[src/hdl/ppmd_pkg.sv]
// Package for the pulse pattern mode detector.
// Holds payload structs, mode codes and register indexes; no dependencies.
`timescale 1ns / 1ps

package ppmd_pkg;

  // Converter sample width and the width of the threshold registers.
  localparam int unsigned SampleBits = 10;
  localparam int unsigned ThreshBits = 10;
  localparam int unsigned MsBits     = 16;
  localparam int unsigned TimeBits   = 32;
  localparam int unsigned CountBits  = 3;
  localparam int unsigned CfgIdxBits = 2;
  localparam int unsigned CfgDatBits = 16;

  // Compare width covering both the sample and the thresholds.
  localparam int unsigned CmpBits = (SampleBits > ThreshBits) ? SampleBits : ThreshBits;

  // Register indexes of the configuration port.
  localparam logic [CfgIdxBits-1:0] RegThreshHigh = 2'd0;
  localparam logic [CfgIdxBits-1:0] RegThreshLow  = 2'd1;
  localparam logic [CfgIdxBits-1:0] RegDebounce   = 2'd2;
  localparam logic [CfgIdxBits-1:0] RegWindow     = 2'd3;

  // Register reset values.
  localparam logic [ThreshBits-1:0] ThreshHighRst = 10'd600;
  localparam logic [ThreshBits-1:0] ThreshLowRst  = 10'd400;
  localparam logic [MsBits-1:0]     DebounceRst   = 16'd50;
  localparam logic [MsBits-1:0]     WindowRst     = 16'd1000;

  localparam logic [CountBits-1:0]  CountMax      = 3'd7;

  typedef enum logic [1:0] {
    ModeIdle = 2'd0,
    ModeTx   = 2'd1,
    ModeLock = 2'd2
  } mode_e;

  typedef struct packed {
    logic [SampleBits-1:0] sample;
    logic [TimeBits-1:0]   now_ms;
  } in_item_t;

  typedef struct packed {
    mode_e                mode;
    logic                 pulse_accepted;
    logic                 window_closed;
    logic [CountBits-1:0] count_seen;
  } out_item_t;

  // Mode chosen by the final pulse count of a window.
  function automatic mode_e decide_mode(input logic [CountBits-1:0] count);
    mode_e m;
    case (count)
      3'd1:    m = ModeTx;
      3'd3:    m = ModeLock;
      default: m = ModeIdle;
    endcase
    return m;
  endfunction

endpackage

[src/hdl/pulse_pattern_mode_detector.sv]
// Top level of the pulse pattern mode detector: input register, per-sample
// decision logic and result register. Depends on ppmd_pkg.
//
//  channel | direction | handshake            | payload
//  --------+-----------+----------------------+---------------------------
//  in      | sink      | in_valid_i/in_stall_o | in_data_i  (in_item_t)
//  out     | source    | out_valid_o/out_stall_i | out_data_o (out_item_t)
//  cfg     | sink      | cfg_valid_i/cfg_ready_o | cfg_index_i, cfg_data_i
//
// One request per cycle is sustained while the result port does not stall; each
// result passes through the input register, then the result register, before it
// appears on the result port.
// The rate rests on the state update: compares and two 32-bit timestamp
// subtractions that lie between the input register and the result register.
// Reset clears the control state and loads the register defaults.
// A stalled result holds the result register; the input register still takes
// one more request, and in_stall_o rises only when both registers are full.
`timescale 1ns / 1ps

module pulse_pattern_mode_detector
  import ppmd_pkg::*;
(
  input  logic                  clk_i,
  input  logic                  rst_ni,
  input  logic                  in_valid_i,
  output logic                  in_stall_o,
  input  in_item_t              in_data_i,
  output logic                  out_valid_o,
  input  logic                  out_stall_i,
  output out_item_t             out_data_o,
  input  logic                  cfg_valid_i,
  output logic                  cfg_ready_o,
  input  logic [CfgIdxBits-1:0] cfg_index_i,
  input  logic [CfgDatBits-1:0] cfg_data_i
);

  // Configuration registers.
  logic [ThreshBits-1:0] th_high_q, th_low_q;
  logic [MsBits-1:0]     debounce_q, window_q;

  // Detector state.
  mode_e                mode_q, mode_d;
  logic                 level_q, level_d;
  logic [TimeBits-1:0]  last_pulse_q, last_pulse_d;
  logic [TimeBits-1:0]  win_start_q, win_start_d;
  logic                 win_open_q, win_open_d;
  logic [CountBits-1:0] count_q, count_d;

  // Pipeline registers.
  logic      in_valid_q;
  in_item_t  in_q;
  logic      out_valid_q;
  out_item_t out_q;
  out_item_t res;

  logic advance, proc;
  logic pressed, released, ambiguous, pulse, close;
  logic [CmpBits-1:0]  sample_x, th_high_x, th_low_x;
  logic [TimeBits-1:0] since_pulse, since_start;
  logic [CountBits-1:0] count_up;
  mode_e shown;

  // The result register can take a new result when empty or being drained.
  assign advance     = !out_valid_q || !out_stall_i;
  assign proc        = in_valid_q && advance;
  assign in_stall_o  = in_valid_q && !advance;
  assign out_valid_o = out_valid_q;
  assign out_data_o  = out_q;
  assign cfg_ready_o = 1'b1;

  // Configuration writes.
  always_ff @(posedge clk_i or negedge rst_ni) begin
    if (!rst_ni) begin
      th_high_q  <= ThreshHighRst;
      th_low_q   <= ThreshLowRst;
      debounce_q <= DebounceRst;
      window_q   <= WindowRst;
    end else if (cfg_valid_i && cfg_ready_o) begin
      case (cfg_index_i)
        RegThreshHigh: th_high_q  <= cfg_data_i[ThreshBits-1:0];
        RegThreshLow:  th_low_q   <= cfg_data_i[ThreshBits-1:0];
        RegDebounce:   debounce_q <= cfg_data_i[MsBits-1:0];
        RegWindow:     window_q   <= cfg_data_i[MsBits-1:0];
        default: ;
      endcase
    end
  end

  // Input register.
  always_ff @(posedge clk_i or negedge rst_ni) begin
    if (!rst_ni) begin
      in_valid_q <= 1'b0;
    end else if (!in_stall_o) begin
      in_valid_q <= in_valid_i;
    end
  end

  always_ff @(posedge clk_i) begin
    if (in_valid_i && !in_stall_o) begin
      in_q <= in_data_i;
    end
  end

  // Level classification of the registered sample.
  always_comb begin
    sample_x  = CmpBits'(in_q.sample);
    th_high_x = CmpBits'(th_high_q);
    th_low_x  = CmpBits'(th_low_q);
    pressed   = sample_x > th_high_x;
    released  = sample_x < th_low_x;
    ambiguous = !pressed && !released;
  end

  // Pulse detection, window tracking and mode decision.
  always_comb begin
    since_pulse = in_q.now_ms - last_pulse_q;
    pulse = pressed && !level_q && (since_pulse > TimeBits'(debounce_q));
    count_up = (count_q == CountMax) ? count_q : count_q + 3'd1;

    level_d      = pressed;
    last_pulse_d = pulse ? in_q.now_ms : last_pulse_q;
    win_open_d   = win_open_q || pulse;
    win_start_d  = (pulse && !win_open_q) ? in_q.now_ms : win_start_q;
    if (pulse) begin
      count_d = win_open_q ? count_up : 3'd1;
    end else begin
      count_d = count_q;
    end

    // A window opened by this sample has zero age, so only an open one can close.
    since_start = in_q.now_ms - win_start_q;
    close = win_open_q && (since_start > TimeBits'(window_q));

    shown = close ? decide_mode(count_d) : mode_q;

    res.mode           = shown;
    res.pulse_accepted = pulse;
    res.window_closed  = close;
    res.count_seen     = count_d;

    mode_d = (shown == ModeLock) ? ModeIdle : shown;
    if (close) begin
      count_d    = '0;
      win_open_d = 1'b0;
    end

    // A sample between the thresholds leaves every piece of state alone.
    if (ambiguous) begin
      res.mode           = mode_q;
      res.pulse_accepted = 1'b0;
      res.window_closed  = 1'b0;
      res.count_seen     = count_q;
      mode_d       = mode_q;
      level_d      = level_q;
      last_pulse_d = last_pulse_q;
      win_start_d  = win_start_q;
      win_open_d   = win_open_q;
      count_d      = count_q;
    end
  end

  // State update, one sample per processed request.
  always_ff @(posedge clk_i or negedge rst_ni) begin
    if (!rst_ni) begin
      mode_q       <= ModeIdle;
      level_q      <= 1'b0;
      last_pulse_q <= '0;
      win_start_q  <= '0;
      win_open_q   <= 1'b0;
      count_q      <= '0;
    end else if (proc) begin
      mode_q       <= mode_d;
      level_q      <= level_d;
      last_pulse_q <= last_pulse_d;
      win_start_q  <= win_start_d;
      win_open_q   <= win_open_d;
      count_q      <= count_d;
    end
  end

  // Result register.
  always_ff @(posedge clk_i or negedge rst_ni) begin
    if (!rst_ni) begin
      out_valid_q <= 1'b0;
    end else if (advance) begin
      out_valid_q <= in_valid_q;
    end
  end

  always_ff @(posedge clk_i) begin
    if (proc) begin
      out_q <= res;
    end
  end

  // A closing sample always leaves the window shut.
  a_close_shuts: assert property (@(posedge clk_i) disable iff (!rst_ni)
    proc && res.window_closed |=> !win_open_q)
    else $error("window still open after close");

  // An accepted pulse records its timestamp.
  a_pulse_time: assert property (@(posedge clk_i) disable iff (!rst_ni)
    proc && res.pulse_accepted |=> last_pulse_q == $past(in_q.now_ms))
    else $error("pulse timestamp not recorded");

  // A window only opens on a pulse, so it never closes with a zero count.
  a_close_count: assert property (@(posedge clk_i) disable iff (!rst_ni)
    out_valid_q && out_q.window_closed |-> out_q.count_seen != 3'd0)
    else $error("window closed with zero count");

  // Locked is only reported, never held.
  a_no_lock_held: assert property (@(posedge clk_i) disable iff (!rst_ni)
    proc |=> mode_q != ModeLock)
    else $error("locked mode held in state");

  // Input stalls only when both pipeline registers are occupied.
  a_stall_full: assert property (@(posedge clk_i) disable iff (!rst_ni)
    in_stall_o |-> in_valid_q && out_valid_q && out_stall_i)
    else $error("input stalled with room in the pipeline");

endmodule

[config.mk]
export PLATFORM = sky130hd
export DESIGN_NAME = pulse_pattern_mode_detector
export DESIGN_NICKNAME = d
export VERILOG_FILES = /design/src/hdl/ppmd_pkg.sv /design/src/hdl/pulse_pattern_mode_detector.sv
export SDC_FILE = /design/constraint.sdc
export NUM_CORES = 1
export LEC_CHECK = 0
export BUFFER_PORTS_ARGS = -buffer_cell sky130_fd_sc_hd__buf_2
export CAP_MARGIN = 20
export CORE_ASPECT_RATIO = 1.5
export CORE_UTILIZATION = 40
export DETAILED_ROUTE_END_ITERATION = 12
export MAX_ROUTING_LAYER = met4
export PLACE_DENSITY_LB_ADDON = 0.08
export SLEW_MARGIN = 20
export SYNTH_ARGS = -nofsm -noshare
export SYNTH_HDL_FRONTEND = slang
export SYNTH_SLANG_ARGS = --single-unit
[constraint.sdc]
create_clock -name clk_i -period 10.7 [get_ports clk_i]
set_clock_uncertainty 0.1 [all_clocks]
set_input_delay 3.21 -clock clk_i [delete_from_list [all_inputs] [get_ports clk_i]]
set_output_delay 3.21 -clock clk_i [all_outputs]
set_load 0.005 [all_outputs]
# Yosys cells after proc, flatten, opt, wreduce, memory -nomap -nowiden
# Cells that the tools add are included.
# op_classes
add_sub_neg,3
mux,9
n_eq_ne,7
n_reduce_logical,26
magnitude_cmp,4
bitwise,1
# op_table
op,n
> comparator 32 x 16 -> 1 bit,2
subtractor 32 bit,2
two-way mux 3 bit,4
> comparator 10 bit,1
less-than comparator 10 bit,1
AND reduction 2 bit,5
logical AND 1 bit,8
logical NOT 1 bit,8
two-way mux 7 bit,1
== test 2 bit (second input constant),3
AND reduction 3 bit,2
two-way mux 2 bit,2
one-hot mux 2 bit (2 select lines),1
adder 3 x 1 -> 3 bit (second input constant),1
== test 3 x 1 -> 1 bit (second input constant),1
== test 3 x 2 -> 1 bit (second input constant),1
== test 3 bit (second input constant),1
== test 2 x 1 -> 1 bit (second input constant),1
logical NOT 2 bit,1
logical OR 1 bit,2
two-way mux 1 bit,1
NOT 1 bit,1
# totals
input_bits,65
word_cells,68
ff_bits,174

# Depth between registers and ports, before layout
# depth
word_depth,9
ltp_mapped,23
ltp_nobuf,22

# Least setup slack after synthesis
# No wires, ideal clock.
# synth_timing
path_type,input port to output port
startpoint,input out_stall_i
endpoint,output in_stall_o
t_arrival_ns,3.355
cell_stages,2
t_required_ns,7.390
slack_ns,4.035
cell_sequence,nand3_1 inv_1
# synth_between
elab_chain_cells,4
# synth_rtl
item,line_no,text
from (decl),pulse_pattern_mode_detector.sv:29,"input logic out_stall_i,"
logical NOT 1 bit,pulse_pattern_mode_detector.sv:64,assign advance = !out_valid_q || !out_stall_i;
logical OR 1 bit,pulse_pattern_mode_detector.sv:64,
logical NOT 1 bit,pulse_pattern_mode_detector.sv:66,assign in_stall_o = in_valid_q && !advance;
logical AND 1 bit,pulse_pattern_mode_detector.sv:66,
to (decl),pulse_pattern_mode_detector.sv:26,"output logic in_stall_o,"
# Every way passes these cells.

# Worst setup path after layout
# Same ends and word-level chain as after synthesis.

==> impl_metrics.yaml <==
outcome:
  status: "completed"
routing:
  avgViaCountPerCell: 5.35
  vias: 8644
  drc_errors: 0
  ant_nets: 0
  first_pass_iters: 5
  drt_wl_total_mm: 29.2
  wl_per_cell_um: 18.1
  drt_iter0_markers: 280
yosys:
  synth.most_common_cell: "inv_1"
  synth_top_area_share_pct: 23.6
  synth_top_family_by_area: "compound AO/OA/AOI/OAI gates"
  ys_types: 84
  synth_top_cell_by_area: "dfrtp_1"
  avgSynthCellArea_um2: 10.1
  synth-async-reset-ratio_pct: 71.8
  synth_edf_count: 49
  synth_compound_area_share_pct: 16.6
  syn_inst: 1150
  yosys.area_share.simple_pct: 10.9
  ys.warnings.count: 0
  synth_ff_type: "dfrtp_1"
  ys_seq_area_share_pct: 39.9
  synth_area_leaders: "dfrtp_1 (24%), edfxtp_1 (13%), ha_1 (12%)"
  synth-seq-cells: 174
  muxShareOfSynthArea_pct: 10.5
  synthAdderAreaFrac_pct: 12.7
  yosys-top-cells-count: "inv_1 (141), ha_1 (114), dfrtp_1 (109)"
  syn_area_mm2: 0.0116
  syn_nets: 1331
  synth_xor_area_share_pct: 2.95
critical_path:
  critPathRequiredTime_ns: 7.39
  r2r_cells: 21
  rrSetupSlack_ns: 4.27
  worstReg2RegStart: "last_pulse_q[0]$_DFFE_PN0P_"
  r2r_end: "win_start_q[9]$_DFFE_PN0P_"
  setup.worst_path.end_class: "output port"
  worstSetupStartpointType: "primary input"
  path_class: "in -> out"
  crit_arrival_ns: 3.56
  crit_path_max_fanout: 3
grt:
  overflow: 0
  antenna_found_initial: 0
  grt_pass1_vias: 9003
  grt_pass1_wl_mm: 47.3
  grt_max_degree: 71
  grt_usage_pct: 21.7
min_path:
  min-delay-start: "in_valid_q$_DFFE_PN0N_"
  min_path_type: "reg -> reg"
  min_path_cells: 1
  hold_end: "out_valid_o$_DFFE_PN0N_"
timing:
  tns_ns: 0
  timing.final.crit_share_pct: 64.2
  finalHoldViolCount: 0
  tightest_slew_ns: 1.04
  hold_ws_ns: 0.383
  setup_slack_ns: 3.83
  rsz0062_at_grt: "no"
  setup_viol: 0
  relSlewSlack_pct: 30.3
  fmax_ghz: 0.146
  period_needed_ns: 6.87
  slew_violations: 0
pwr:
  ir_drop_mv: 0.116
  p_leak_nw: 5.82
  finalPower_mw: 3.65
  cellPowerDensity_mw_per_mm2: 284
placement:
  io_buffers: 73
  placed_area_mm2: 0.0123
  hpwl_mm: 22.6
  post-place-ws_ns: 3.83
  place_congestion: 0.876
die:
  pin_count: 75
  start_util_pct: 41.0
  core_mm2: 0.0282
  die_width_um: 141
  dieArea_mm2: 0.0296
  die_h_um: 210
  core.rowCount: 75
cts:
  cts_made_buffers: 17
  clkLatencyLatePin_ns: 0.45
  hold_buffers: 0
  post_cts_buffers: 0
  h-tree-depth: 4
  cts-root-buf: "clkbuf_16"
  cts-resized-gates: 0
  clock-sinks: 174
  clockBufferDepth: 2
  clk_pin_slew_ns: 0.07
  cts_tree: "yes"
finish:
  layout.nets: 1399
  fillers: 2722
  diodes: 0
  drive_gt1_share_pct: 19.0
  seq_area_mm2: 0.00462
  final_area_mm2: 0.0129
  multi_input_area_mm2: 0.00624
  syn2layout_area_growth_pct: 11.2
flow_run:
  cap_viol_max_count: 0
state kept, by name, summed over array words and instances (netlist names):
name,count
win_open_q,1
debounce_q,16
out_data_o,7
out_valid_o,1
window_q,16
count_q,3
sample_x,10
th_high_q,10
th_low_q,10
last_pulse_q,32
in_valid_q,1
mode_q,2
in_q,32
level_q,1
win_start_q,32
area by class of cell:
| class | count | area share, % |
|---|---|---|
| clock inverters | 12 | 1.03 |
| flip-flops and latches | 174 | 35.9 |
| clock buffers | 20 | 3.56 |
| inverters | 142 | 4.14 |
| multi-input cells | 805 | 48.5 |
| well taps | 385 | 3.74 |
| repair buffers | 78 | 3.15 |
metrics by stage:
stage,util [%],instances
finish,45.6,1616
global route,45.6,1616
CTS,45.5,1616
detailed placement,43.5,1584
global placement,43.5,1584
floorplan,-,1150
how the worst max path moves through the flow:
stage                            from                          end  slack, ns  cells after the start
floorplan                 out_stall_i                   in_stall_o       4.04                      2
global placement          out_stall_i                   in_stall_o       3.82                      4
detailed placement        out_stall_i                   in_stall_o       3.83                      4
CTS                       out_stall_i                   in_stall_o       3.83                      4
global route        in_q[0]$_DFFE_PP_  win_start_q[15]$_DFFE_PN0P_       3.75                     22
finish                    out_stall_i                   in_stall_o       3.83                      4
per-layer routing:
layer / routed length (um) / global-route usage (%) / vias up
met5: 0 / - / -
met4: 982 / 9.67 / 0
met3: 746 / 3.41 / 50
met2: 15700 / 39.5 / 124
met1: 11700 / 23.1 / 4191
li1: - / - / 4279
critical path, cell delays in order:
cell	delay, ns
buf_2	0.10
nand3_1	0.09
inv_1	0.04
buf_2	0.12
power by group:
part	total [mW]	switching [mW]	leakage [nW]	internal, mW
Combinational	2.03	1.19	3.59	0.843
Clock	0.637	0.278	0.284	0.359
Sequential	0.984	0.103	1.95	0.881
Total	3.65	1.57	5.82	2.08
logic make-up after synthesis:
logic type,after synthesis
xor gates and xnor gates,39
AOI/OAI and AO/OA,289
adders and majority gates,116
muxes,109
other,1
and+or+nand+nor,251
DFF,174
buffers and inverters,171
cells in the final DEF, fill, tap and decap left out, types with 7 or more instances in the layout:
master / instances
dfrtp_1: 109
nand2b_1: 10
nand2_1: 71
edfxtp_1: 49
dfstp_2: 16
a211oi_1: 11
a21oi_1: 79
nand4_1: 21
mux2_2: 79
buf_2: 72
nand3_1: 31
nor4_1: 7
nor2_1: 48
xor2_1: 17
xnor2_1: 22
a21o_1: 28
mux2_1: 24
inv_1: 141
o21ai_0: 59
ha_1: 114
clkbuf_16: 18
o211ai_1: 11
a31oi_1: 13
o31ai_1: 14
o21a_1: 9
nor2b_1: 18
nor3_1: 9
(Power assumes the default switching activity.)
